<file path="config.mk">
export PLATFORM = sky130hd
export DESIGN_NAME = vfspwm_ctrl
export DESIGN_NICKNAME = d
export VERILOG_FILES = /design/src/design/vfspwm_pkg.sv /design/src/design/vfspwm_ctrl.sv
export SDC_FILE = /design/constraint.sdc
export NUM_CORES = 1
export LEC_CHECK = 0
export ABC_AREA = 1
export BUFFER_PORTS_ARGS = -buffer_cell sky130_fd_sc_hd__buf_2
export CORE_AREA = 2 2 39 41
export DETAILED_ROUTE_END_ITERATION = 7
export DIE_AREA = 0 0 41 43
export PLACE_DENSITY = 0.79
export SETUP_SLACK_MARGIN = 0.2
export SLEW_MARGIN = 10
export SYNTH_ARGS = -nofsm -noshare
export SYNTH_HDL_FRONTEND = slang
export SYNTH_SLANG_ARGS = --single-unit
</file>
<file path="constraint.sdc">
create_clock -name clk -period 2.5 [get_ports clk]
set_input_delay 0 -clock clk [delete_from_list [all_inputs] [get_ports clk]]
set_output_delay 0 -clock clk [all_outputs]
set_load 0.01 [all_outputs]
</file>
<file path="src/design/vfspwm_pkg.sv">
// Shared types and constants for the V/f three-phase sine PWM core.
package vfspwm_pkg;

    localparam int FREQ_W     = 16;
    localparam int VOL_W      = 17;
    localparam int OUT_W      = 16;
    localparam int CFG_IDX_W  = 3;
    localparam int CFG_DATA_W = 32;
    localparam int LANE_W     = 3;

    localparam logic [CFG_IDX_W-1:0] REG_FREQ_LIMIT    = 3'd0;
    localparam logic [CFG_IDX_W-1:0] REG_MOD_LIMIT     = 3'd1;
    localparam logic [CFG_IDX_W-1:0] REG_FREQ_DEADBAND = 3'd2;
    localparam logic [CFG_IDX_W-1:0] REG_MOD_DEADBAND  = 3'd3;
    localparam logic [CFG_IDX_W-1:0] REG_PHASE_GAIN    = 3'd4;
    localparam logic [CFG_IDX_W-1:0] REG_DUTY_CEILING  = 3'd5;
    localparam logic [CFG_IDX_W-1:0] REG_PWM_PERIOD    = 3'd6;

    localparam logic [14:0] FREQ_LIMIT_RST    = 15'd12800;
    localparam logic [15:0] MOD_LIMIT_RST     = 16'd58982;
    localparam logic [14:0] FREQ_DEADBAND_RST = 15'd25;
    localparam logic [15:0] MOD_DEADBAND_RST  = 16'd65;
    localparam logic [31:0] PHASE_GAIN_RST    = 32'd68719477;
    localparam logic [15:0] DUTY_CEILING_RST  = 16'd58982;
    localparam logic [15:0] PWM_PERIOD_RST    = 16'd4200;

    localparam logic [63:0]        HALF_PI_Q30    = 64'd1686629713;
    localparam logic signed [16:0] SQRT3_HALF_Q16 = 17'sd56756;

    localparam logic [LANE_W-1:0] LANE_FIRST_OUT = 3'd3;
    localparam logic [LANE_W-1:0] LANE_LAST      = 3'd5;

    typedef struct packed {
        logic              load_in;
        logic              phase_clr;
        logic              clamp;
        logic              inc;
        logic              phase_step;
        logic              rd_b;
        logic              trig;
        logic              cos_mul;
        logic              wave;
        logic              lane_step;
        logic [LANE_W-1:0] lane;
        logic              publish;
    } dp_cmd_t;

    typedef struct packed {
        logic neutral;
    } dp_sts_t;

endpackage

</file>
<file path="src/design/vfspwm_ctrl.sv">
// Controller: sequences one tick through the datapath and owns both handshakes.
module vfspwm_ctrl (
    input  logic                clk,
    input  logic                rst_n,
    input  logic                in_valid,
    output logic                in_stall,
    input  logic                cmd,
    output logic                out_valid,
    input  logic                out_stall,
    output vfspwm_pkg::dp_cmd_t dp_cmd,
    input  vfspwm_pkg::dp_sts_t dp_sts
);
    import vfspwm_pkg::*;

    localparam logic [3:0] ST_IDLE  = 4'd0;
    localparam logic [3:0] ST_CLAMP = 4'd1;
    localparam logic [3:0] ST_INC   = 4'd2;
    localparam logic [3:0] ST_PHASE = 4'd3;
    localparam logic [3:0] ST_RDA   = 4'd4;
    localparam logic [3:0] ST_RDB   = 4'd5;
    localparam logic [3:0] ST_TRIG  = 4'd6;
    localparam logic [3:0] ST_CMUL  = 4'd7;
    localparam logic [3:0] ST_WAVE  = 4'd8;
    localparam logic [3:0] ST_LANE  = 4'd9;
    localparam logic [3:0] ST_DONE  = 4'd10;

    logic [3:0]        state_reg;
    logic [3:0]        state_next;
    logic [LANE_W-1:0] lane_reg;
    logic [LANE_W-1:0] lane_next;
    logic              out_valid_reg;
    logic              out_valid_next;
    logic              in_take;
    logic              out_free;

    assign in_stall  = (state_reg != ST_IDLE);
    assign out_valid = out_valid_reg;
    assign in_take   = in_valid && (state_reg == ST_IDLE);
    assign out_free  = !out_valid_reg || !out_stall;

    always_comb begin
        state_next = state_reg;
        lane_next  = lane_reg;
        dp_cmd     = '0;
        dp_cmd.lane = lane_reg;
        case (state_reg)
            ST_IDLE: begin
                if (in_take) begin
                    if (cmd) begin
                        dp_cmd.phase_clr = 1'b1;
                    end
                    else begin
                        dp_cmd.load_in = 1'b1;
                        state_next     = ST_CLAMP;
                    end
                end
            end
            ST_CLAMP: begin
                dp_cmd.clamp = 1'b1;
                state_next   = ST_INC;
            end
            ST_INC: begin
                dp_cmd.inc = 1'b1;
                lane_next  = '0;
                state_next = dp_sts.neutral ? ST_LANE : ST_PHASE;
            end
            ST_PHASE: begin
                dp_cmd.phase_step = 1'b1;
                state_next        = ST_RDA;
            end
            ST_RDA: begin
                state_next = ST_RDB;
            end
            ST_RDB: begin
                dp_cmd.rd_b = 1'b1;
                state_next  = ST_TRIG;
            end
            ST_TRIG: begin
                dp_cmd.trig = 1'b1;
                state_next  = ST_CMUL;
            end
            ST_CMUL: begin
                dp_cmd.cos_mul = 1'b1;
                state_next     = ST_WAVE;
            end
            ST_WAVE: begin
                dp_cmd.wave = 1'b1;
                lane_next   = '0;
                state_next  = ST_LANE;
            end
            ST_LANE: begin
                dp_cmd.lane_step = 1'b1;
                if (lane_reg == LANE_LAST) begin
                    state_next = ST_DONE;
                end
                else begin
                    lane_next = lane_reg + 1'b1;
                end
            end
            ST_DONE: begin
                if (out_free) begin
                    dp_cmd.publish = 1'b1;
                    state_next     = ST_IDLE;
                end
            end
            default: begin
                state_next = ST_IDLE;
            end
        endcase
    end

    always_comb begin
        out_valid_next = out_valid_reg;
        if (dp_cmd.publish) begin
            out_valid_next = 1'b1;
        end
        else if (out_valid_reg && !out_stall) begin
            out_valid_next = 1'b0;
        end
    end

    always_ff @(posedge clk or negedge rst_n) begin
        if (!rst_n) begin
            state_reg     <= ST_IDLE;
            lane_reg      <= '0;
            out_valid_reg <= 1'b0;
        end
        else begin
            state_reg     <= state_next;
            lane_reg      <= lane_next;
            out_valid_reg <= out_valid_next;
        end
    end

endmodule

</file>
Word level (Yosys, flattened, before mapping)
Cells that the tools add are included.
W data, S select, Z words.
- equality and inequality tests: 16
- $lt $le $gt $ge: 0
- mux-type cells: 24
- bitwise operators: 0
- multiply operators: 0
- shift-type cells: 0
- reductions and logical operators: 12
- divide/modulo/power cells: 0
- add/sub/neg operators: 1
- operators by type and width (kind ; number):
    $pmux W4 S11 ; 1
    $mux W4 ; 5
    $eq A4 B3 Y1 const B ; 4
    $mux W1 ; 14
    $eq A4 B4 Y1 const B ; 3
    $ne A2 B2 Y1 const B ; 5
    $eq A4 B2 Y1 const B ; 2
    $pmux W3 S2 ; 1
    $eq A4 B1 Y1 const B ; 1
    $logic_not A4 Y1 ; 1
    $mux W2 ; 2
    $reduce_and A4 Y1 ; 1
    $reduce_bool A2 Y1 ; 2
    $reduce_bool A4 Y1 ; 1
    $add A3 B1 Y3 const B ; 1
    $eq A3 B3 Y1 const B ; 1
    $mux W3 ; 1
    $logic_and A1 B1 Y1 ; 2
    $logic_not A1 Y1 ; 2
    $reduce_and A2 Y1 ; 1
    $reduce_or A2 Y1 ; 1
    $logic_or A1 B1 Y1 ; 1
- word-level logic and storage cells: 56
- latch bits: 0
- register bits: 8
- RAM bits: 0
- input bits: 6
- ROM bits: 0
- memories kept: 0

Logic depth before layout (Yosys ltp)
Gate-level depths: netlist of run 1.
- depth after elaboration: 5
- mapped depth: 8
- mapped depth without buffers: 8

Worst setup path before layout of run 1
Ideal clock, no wire load.
- path type: flip-flop to flip-flop
- start point: register lane_reg[0]
- end point: register state_reg[0]
- setup slack: 1.317 ns
- clock period less this slack: 1.183 ns
- data required time: 2.382 ns
- library setup time: 0.118 ns
- data arrival time: 1.065 ns
- buffers on the path: 0
- stages on the path, launching flop included: 8
- path through: dfrtp_1 ha_1 nand2_1 inv_1 nor2_1 nor2_2 nand2_1 nand2_1
- word-level cells in the longest chain between the ends: 3
- RTL lines (what ; RTL line ; text):
    start, declared ; vfspwm_ctrl.sv:29 ; logic [LANE_W-1:0] lane_reg;
    start signal, assigned ; vfspwm_ctrl.sv:130 ; lane_reg <= lane_next;
    $eq A3 B3 Y1 ; vfspwm_ctrl.sv:93 ; if (lane_reg == LANE_LAST) begin
    $ne A2 B2 Y1 (no line) ; -- ;
    $reduce_and A4 Y1 (no line) ; -- ;
    end signal, assigned ; vfspwm_ctrl.sv:129 ; state_reg <= state_next;
    end, declared ; vfspwm_ctrl.sv:27 ; logic [3:0] state_reg;
Every way passes these cells.
A chain may end at the register's enable or synchronous reset.

==> impl_metrics.toml, run 1 <==
[setup_path]
path_cells = "inv_2 > nand2_4 > nor2_2 > inv_1 > nor2_1 > buf_2"
reg2reg_slack_ns = 1.27
worst-setup-path-type = "flop to output pin"
critPathSlowestCell = "dfrtp_1"
critPathBufInv = 3
crit_path_start_kind = "flop"
worst_r2r_path_depth = 7
critical_path_peak_fanout = 6
end_kind = "output pin"
reg2reg_from = "lane_reg[0]"
arrival_ns = 1.31
required_ns = 2.50
regToRegEndpoint = "state_reg[0]"
cpPeakStageDelay_ns = 0.47
cp_top_family = "flip-flops"

[floorplanning]
dieArea_mm2 = 0.00176
num_rows = 14
core_mm2 = 0.00138
die_height_um = 43
initial_core_util_pct = 45.9
fp.dieW_um = 41
io_pins = 22

[power]
leakage_uw = 0.000522
power.internal_uw = 382
peakVddDrop_uv = 372
clkPwrFrac_pct = 12.9
comb_power_share_pct = 56.3
p_total_uw = 751
cellPowerDensity_mw_per_mm2 = 944
switchingPower_uw = 369
p_sw_share_pct = 49.1
seq_power_share_pct = 30.8

[final_layout]
largest_reg_flops = 4
drive_gt1_share_pct = 36.1
fin_nets = 129
syn_to_final_growth_pct = 25.2
n_antenna_cell = 0
fin_cells = 135

[synthesis]
synth_cell_types = 17
syn_avg_cell_area_um2 = 6.76
synth_top_area_share_pct = 31.5
synth_most_common_cell = "nand2_1"
synth_edf_count = 0
syn_area_um2 = 636
synth_common_cells = "nand2_1, nor2_1, inv_1"
synth_ff_type = "dfrtp_1"
ys_warn_count = 0
async_flop_share_pct = 100
synth_top_area_cell = "dfrtp_1"
syn-instance-count = 94
synth_seq_cells = 8
yosys-top-cells-area = "dfrtp_1, nand2_1, nor2_1, inv_1, nand2_4"
synth_nets = 102
yosysSeqAreaShare_pct = 31.5

[clock_network]
numCtsBuffers = 3
postCtsHoldBufs = 2
clock_latency_ns = 0.25
tritoncts = "yes"
postCtsSetupBuffers = 0
postCtsResizedCells = 0
clkTransAtPathRegs_ns = 0.06
h-tree-depth = 1
clk_path_buf_depth = 2
cts_root_buf = "clkbuf_4"
cts_sinks = 8

[placement]
dp_hpwl_mm = 1.11
gp_congestion = 0.795
dp.cells = 130
io_buffers = 21

[timing]
post-route-period-util_pct = 52.4
setup_viol_count_final = 0
max_freq_mhz = 764
rsz0062_at_grt = "false"
tns_ns = 0
relSlewSlack_pct = 82.3
hold_viol = 0
finalMaxSlewViolations = 0
skew_ns = 0.00401
fin_crit_ns = 1.31
tightest_slew_ns = 0.265

[detailed_routing]
wl_per_cell_um = 9.63
vias = 625
ant_nets = 0
wirelength_mm = 1.30
drc = 0
viasPerCell = 4.63
first_iter_violations = 5
first_pass_iters = 2

[worst_hold_path]
hold_depth = 5
holdCritPathClass = "primary input to flop"
hold_end = "state_reg[3]"
hp-start = "dp_sts"

[grt]
grt_overflow = 0
grt.total_usage_pct = 18.6
grt_pass1_vias = 564
grt_pass1_wl_mm = 2.28
grt_max_degree = 9
antenna_found_initial = 0

[outcome]
status = "completed"

[flow_run]
cap_violations = 0
==> routing by layer <==
layer  up-vias  part of all wire, %  track usage [%]  wire length [um]
li1        329                    -                -                 -
met1       281                   47             25.3               617
met2        15                   48             28.7               620
met3         0                  4.8             3.14                62
met4         0                    0             6.00                 0
met5         -                    0                0                 0
==> per-stage QoR <==
stage	cell area (um2)	hold slack, ns	setup slack (ns)	util [%]
after CTS	796	0.0905	1.18	57.5
after detailed placement	753	-0.144	1.28	54.4
after global placement	753	-0.148	1.30	54.4
after floorplan	636	-0.296	1.32	-
after global routing	796	0.130	1.09	57.5
final	796	0.0868	1.19	57.5
==> area by class of cell <==
type	count	area (um2)
fill	132	588
multi-input combinational	69	367
sequential	8	200
timing repair buffer	23	125
inverter	16	61.3
clock buffer	3	22.5
tap	16	20.0
==> power by group through the flow <==
stage               sequential [uW]  clock (uW)  combinational [uW]
floorplan                       231           0                 306
global placement                231           0                 413
CTS                             232         100                 428
global route                    241         106                 475
finish                          231        96.8                 423
detailed placement              234           0                 424
==> placed cells by master, fill, tap and decap left out, drive strengths merged <==
cell         count
inv             15
o21bai           1
nand2           35
dlygate4sd3      2
o21ai            2
dfrtp            8
xnor2            1
nand3            7
buf             21
clkbuf           3
ha               2
clkinv           1
nor2            21
==> worst reg2reg max path: stages (launching register included) <==
cell and delay (ns):
dfrtp_1 0.43, ha_1 0.22, nand2_1 0.12, inv_1 0.05
nor2_1 0.12, nor2_2 0.07, nand2_1 0.07, nand2_1 0.04
==> worst max path at each step <==
stage                 startpoint            to  cells after the start  slack (ns)
global route        state_reg[0]     dp_cmd[0]                      6        1.09
detailed placement   lane_reg[0]  state_reg[0]                      7        1.28
global placement     lane_reg[0]  state_reg[3]                      7        1.30
CTS                 state_reg[0]     dp_cmd[0]                      6        1.18
floorplan            lane_reg[0]  state_reg[0]                      7        1.32
finish              state_reg[0]     dp_cmd[0]                      6        1.19
==> cell families (layout without fill, tap and decap cells) <==
kind of cell | Yosys count | in the layout | synth area share (%)
adder cells (fa/ha/maj) | 2 | 2 | 3.94
AND/OR/NAND/NOR | 63 | 63 | 49.6
flip-flops | 8 | 8 | 31.5
AO/OA/AOI/OAI | 3 | 3 | 2.76
buffers and inverters | 17 | 42 | 10.8
XOR/XNOR | 1 | 1 | 1.38
No activity file was read; power rests on OpenSTA's default activity.
==> run 2, diff against run 1 <==
Settings changed: ABC_AREA 1 to 0, PLACE_DENSITY 0.79 to 0.73.
Clock period 2.5 ns to 1.25 ns, I/O delays scaled along.
==> impl_metrics.toml, run 2 <==
[synthesis]
async_flop_share_pct = 100
synth_compound_area_share_pct = 12.4
synth_most_common_cell = "dfrtp_1"
synth_common_cells = "dfrtp_1, nand2_1, nor2_1"
synth-xor-area-share_pct = 4.65
yosys-top-cells-area = "dfrtp_1, nand2_1, a21oi_1, ha_1, buf_4"
synth_mux_area_share_pct = 2.65
synth_nets = 75
synth_top_area_cell = "dfrtp_1"
synth_top_area_share_pct = 35.4
synth_cell_types = 29
ys_warn_count = 0
syn_area_um2 = 566
syn-instance-count = 67
synth-simple-area-share_pct = 31.2
synth_ff_type = "dfrtp_1"
yosysSeqAreaShare_pct = 35.4
synth_seq_cells = 8
synth_top_family_by_area = "simple AND/OR/NAND/NOR gates"
synth_edf_count = 0
syn_avg_cell_area_um2 = 8.44
synthAdderAreaFrac_pct = 4.42

[timing]
setup_viol_count_final = 18
max_freq_mhz = 677
rsz0062_at_grt = "true"
fin_crit_ns = 1.48
skew_ns = 0.0142
tightest_slew_ns = 0.274
hold_viol = 0
relSlewSlack_pct = 81.6
holdWs_ns = 0.0428
post-route-period-util_pct = 118
tns_ns = -1.94
worst_slack_ns = -0.228
finalMaxSlewViolations = 0

[placement]
dp_hpwl_mm = 1.08
gp_congestion = 0.827
io_buffers = 21

[clock_network]
clk_path_buf_depth = 2
clkTransAtPathRegs_ns = 0.06
cts_sinks = 8
numCtsBuffers = 3
h-tree-depth = 1
cts_root_buf = "clkbuf_4"
clock_latency_ns = 0.26
tritoncts = "yes"

[worst_hold_path]
holdCritPathClass = "primary input to flop"
hp-start = "out_stall"

[power]
leakage_uw = 0.000533
peakVddDrop_uv = 1370
cellPowerDensity_mw_per_mm2 = 2290

[setup_path]
reg2reg_slack_ns = -0.18
arrival_ns = 1.48
critPathSlowestCell = "dfrtp_1"
cp-endpoint = "dp_cmd[0]"
crit_path_start_kind = "flop"
required_ns = 1.25
critical_path_peak_fanout = 4
path_cells = "buf_4 > buf_6 > nand2b_4 > nand3b_1 > a21oi_1 > buf_2"
reg2reg_from = "state_reg[2]"
worst_r2r_path_depth = 5
cpPeakStageDelay_ns = 0.39
critPathBufInv = 3
worst-setup-path-type = "flop to output pin"
regToRegEndpoint = "lane_reg[0]"
end_kind = "output pin"
cp_top_family = "buffers and inverters"
cp-startpoint = "state_reg[0]"
critical_path_depth = 6

[final_layout]
nFillCells = 92
drive_gt1_share_pct = 69.9
fin_nets = 123
syn_to_final_growth_pct = 89.4
final_util_pct = 77.4
final_cell_mix = "buf_2, buf_4, buf_6, dfrtp_1, nand2_1"
layout_commonest_cell = "buf_2"
largest_reg_flops = 4
n_antenna_cell = 0

[detailed_routing]
wirelength_mm = 2.00
wl_per_cell_um = 15.5
vias = 680
ant_nets = 0
drc = 0
viasPerCell = 5.27
first_iter_violations = 17
first_pass_iters = 4

[floorplanning]
die_height_um = 43
initial_core_util_pct = 40.9
core_mm2 = 0.00138
dieArea_mm2 = 0.00176
io_pins = 22
num_rows = 14
fp.dieW_um = 41

[grt]
grt_max_degree = 10
grt.total_usage_pct = 23.9
antenna_found_initial = 0
grt_pass1_wl_mm = 2.90
grt_pass1_vias = 629
grt_overflow = 0

[flow_run]
cap_violations = 0

[outcome]
status = "finished, violations left"
failed_checks = "setup timing"
==> run 2: cell count changes in the layout (fill, tap and decap cells not counted), moves of 4 or more <==
cell	delta
nand2_1	-26
nor2_1	-11
a21oi_1	+4
inv_2	-5
nor3_2	+4
buf_6	+10
inv_1	-6
buf_4	+18
nand3_1	-5
==> run 2: logic make-up after synthesis <==
group,count (synthesis)
fa+ha+maj,2
simple gates,31
compound gates,12
mux,1
buf+inv,10
xor+xnor,3
flops,8
==> run 2: how the worst min path moves through the flow <==
stage,end,depth (start not counted)
after floorplan,lane_reg[0],0
after global placement,lane_reg[2],1
after detailed placement,lane_reg[0],1
after CTS,out_valid,3
after global routing,out_valid,3
final,out_valid,3
==> run 2: final cells by class <==
type	count	area [um2]	share of cell area [%]
timing repair buffer	49	358	33.4
inverter	4	15.0	1.40
multi-input combinational	49	454	42.4
clock buffer	3	22.5	2.10
tap	16	20.0	1.87
sequential	8	201	18.8
==> run 2: report_power, final <==
part	switching [uW]	internal, uW
registers	54.1	344
clock network	88.8	110
logic	900	959
total	1040	1410
==> run 2: per-stage QoR <==
step	setup slack, ns	cell area (um2)	total power, uW	cells
floorplan	-0.0187	586	1100	67
global placement	-0.00933	778	1500	112
detailed placement	-0.0501	778	1540	112
CTS	-0.158	983	2140	125
global route	-0.287	1070	2610	129
finish	-0.228	1070	2460	129
==> run 2: tightest hold or removal path: stages <==
cell and delay [ns]:
buf_2 0.10, nand2_1 0.08, nand2_1 0.07
==> run 2: metal layers <==
layer  vias to the layer above  track usage [%]  share of wire, %
met1                       332             35.8                44
li1                        326                -                 -
met3                         2             8.38               4.2
met2                        20             32.5                51
met4                         0             5.33              0.45
met5                         -                0                 0
==> run 2: what timing repair did <==
action | CTS | global route
buffers inserted | 9 | 4
gates resized for setup | 23 | 12
setup endpoints to repair | 20 | 20
endpoints found under the hold margin | 8 | 0
pin swaps | 9 | 8
hold buffers | 1 | 0
==> run 3, diff against run 2 <==
Settings changed: SKIP_CTS_REPAIR_TIMING set to 1, TNS_END_PERCENT set to 20.
==> impl_metrics.toml, run 3 (synthesis results as in run 2) <==
[floorplanning]
num_rows = 14
io_pins = 22
initial_core_util_pct = 40.9
fp.dieW_um = 41
die_height_um = 43
dieArea_mm2 = 0.00176
core_mm2 = 0.00138

[setup_path]
arrival_ns = 1.45
crit_path_start_kind = "flop"
path_cells = "buf_4 > nand2b_4 > nand3b_1 > a21oi_1 > buf_2"
critical_path_peak_fanout = 6
cpPeakStageDelay_ns = 0.40
end_kind = "output pin"
critPathBufInv = 2
critPathSlowestCell = "dfrtp_1"
required_ns = 1.25
cp_top_family = "flip-flops"
worst-setup-path-type = "flop to output pin"

[grt]
antenna_found_initial = 0
grt.total_usage_pct = 19.9
grt_pass1_vias = 589
grt_overflow = 0
grt_pass1_wl_mm = 2.37
grt_max_degree = 10

[final_layout]
final_cell_mix = "buf_2, buf_4, dfrtp_1, nor2_1"
largest_reg_flops = 4
syn_to_final_growth_pct = 63.1
fin_nets = 115
seq_area_um2 = 201
final_cell_area_um2 = 922
n_antenna_cell = 0
layout_commonest_cell = "buf_2"
fin_cells = 121
nFillCells = 116
drive_gt1_share_pct = 59.0
multi_input_area_um2 = 382

[timing]
finalMaxSlewViolations = 0
hold_viol = 0
holdWs_ns = 0.0252
tightest_slew_ns = 0.326
fin_crit_ns = 1.45
worst_slack_ns = -0.202
rsz0062_at_grt = "true"
relSlewSlack_pct = 78.2
setup_viol_count_final = 12
post-route-period-util_pct = 116
max_freq_mhz = 689
skew_ns = 0.00455

[detailed_routing]
wl_per_cell_um = 13.3
drc = 0
first_iter_violations = 11
vias = 627
wirelength_mm = 1.61
ant_nets = 0
viasPerCell = 5.18
first_pass_iters = 4

[placement]
gp_congestion = 0.846
place_area_um2 = 761
io_buffers = 21
dp_hpwl_mm = 1.11
pre_cts_slack_ns = -0.0412
dp.cells = 112

[clock_network]
clkTransAtPathRegs_ns = 0.05
h-tree-depth = 1
cts_sinks = 8
tritoncts = "yes"
cts_root_buf = "clkbuf_4"
clk_path_buf_depth = 2
numCtsBuffers = 3
clock_latency_ns = 0.26

[flow_run]
cap_violations = 0

[outcome]
failed_checks = "setup timing"
status = "finished, violations left"

[power]
cellPowerDensity_mw_per_mm2 = 2200
peakVddDrop_uv = 991
leakage_uw = 0.000462

[worst_hold_path]
holdCritPathClass = "primary input to flop"
run 3: cell count changes in the layout (fill, tap and decap cells not counted), sizes merged:
| cell | change |
|---|---|
| buf | -8 |
run 3: layout make-up:
cell class,count,area share (%)
multi-input cells,49,41.4
repair buffers,41,30.5
inverters,4,1.63
flip-flops and latches,8,21.8
clock buffers,3,2.44
well taps,16,2.17
run 3: path summary, 6_finish.rpt:
check | end | slack [ns] | cells after the start | startpoint
worst max-delay path | dp_cmd[0] | -0.20 | 5 | state_reg[0]
worst min-delay path | out_valid | 0.03 | 3 | out_stall
worst max register to register | state_reg[1] | -0.07 | 5 | state_reg[0]
worst min register to register | out_valid | 0.58 | 2 | out_valid
max in group asynchronous | state_reg[3] | 0.95 | 2 | rst_n
min in group asynchronous | lane_reg[1] | 0.12 | 2 | rst_n
run 3: worst reg2reg max path: cells and delay by family (launching register included):
family                 cells  cell delay [ns]
buffers and inverters      2             0.35
flip-flops                 1             0.40
AO/OA/AOI/OAI              1             0.15
AND/OR/NAND/NOR            2             0.34
run 3: report_power, final:
group / total [uW] / internal, uW / switching [uW]
clock: 201 / 110 / 90.9
combinational: 1400 / 724 / 679
sequential: 426 / 345 / 81.4
run 3: through the flow:
stage	setup TNS [ns]	total power, uW	util, %
2_1_floorplan	-0.0187	1050	-
3_3_place_gp	-0.0377	1450	55.0
3_5_place_dp	-0.119	1480	55.0
4_1_cts	-1.70	1690	56.6
5_1_grt	-2.22	2210	66.6
6_report	-0.977	2030	66.6
run 3: per-layer routing:
metal | up-vias | share of wire [%] | global-route usage, %
li1 | 308 | - | -
met1 | 297 | 41 | 25.1
met2 | 20 | 54 | 29.4
met3 | 2 | 4.3 | 4.71
met4 | 0 | 1.2 | 12.0
met5 | - | 0 | 0
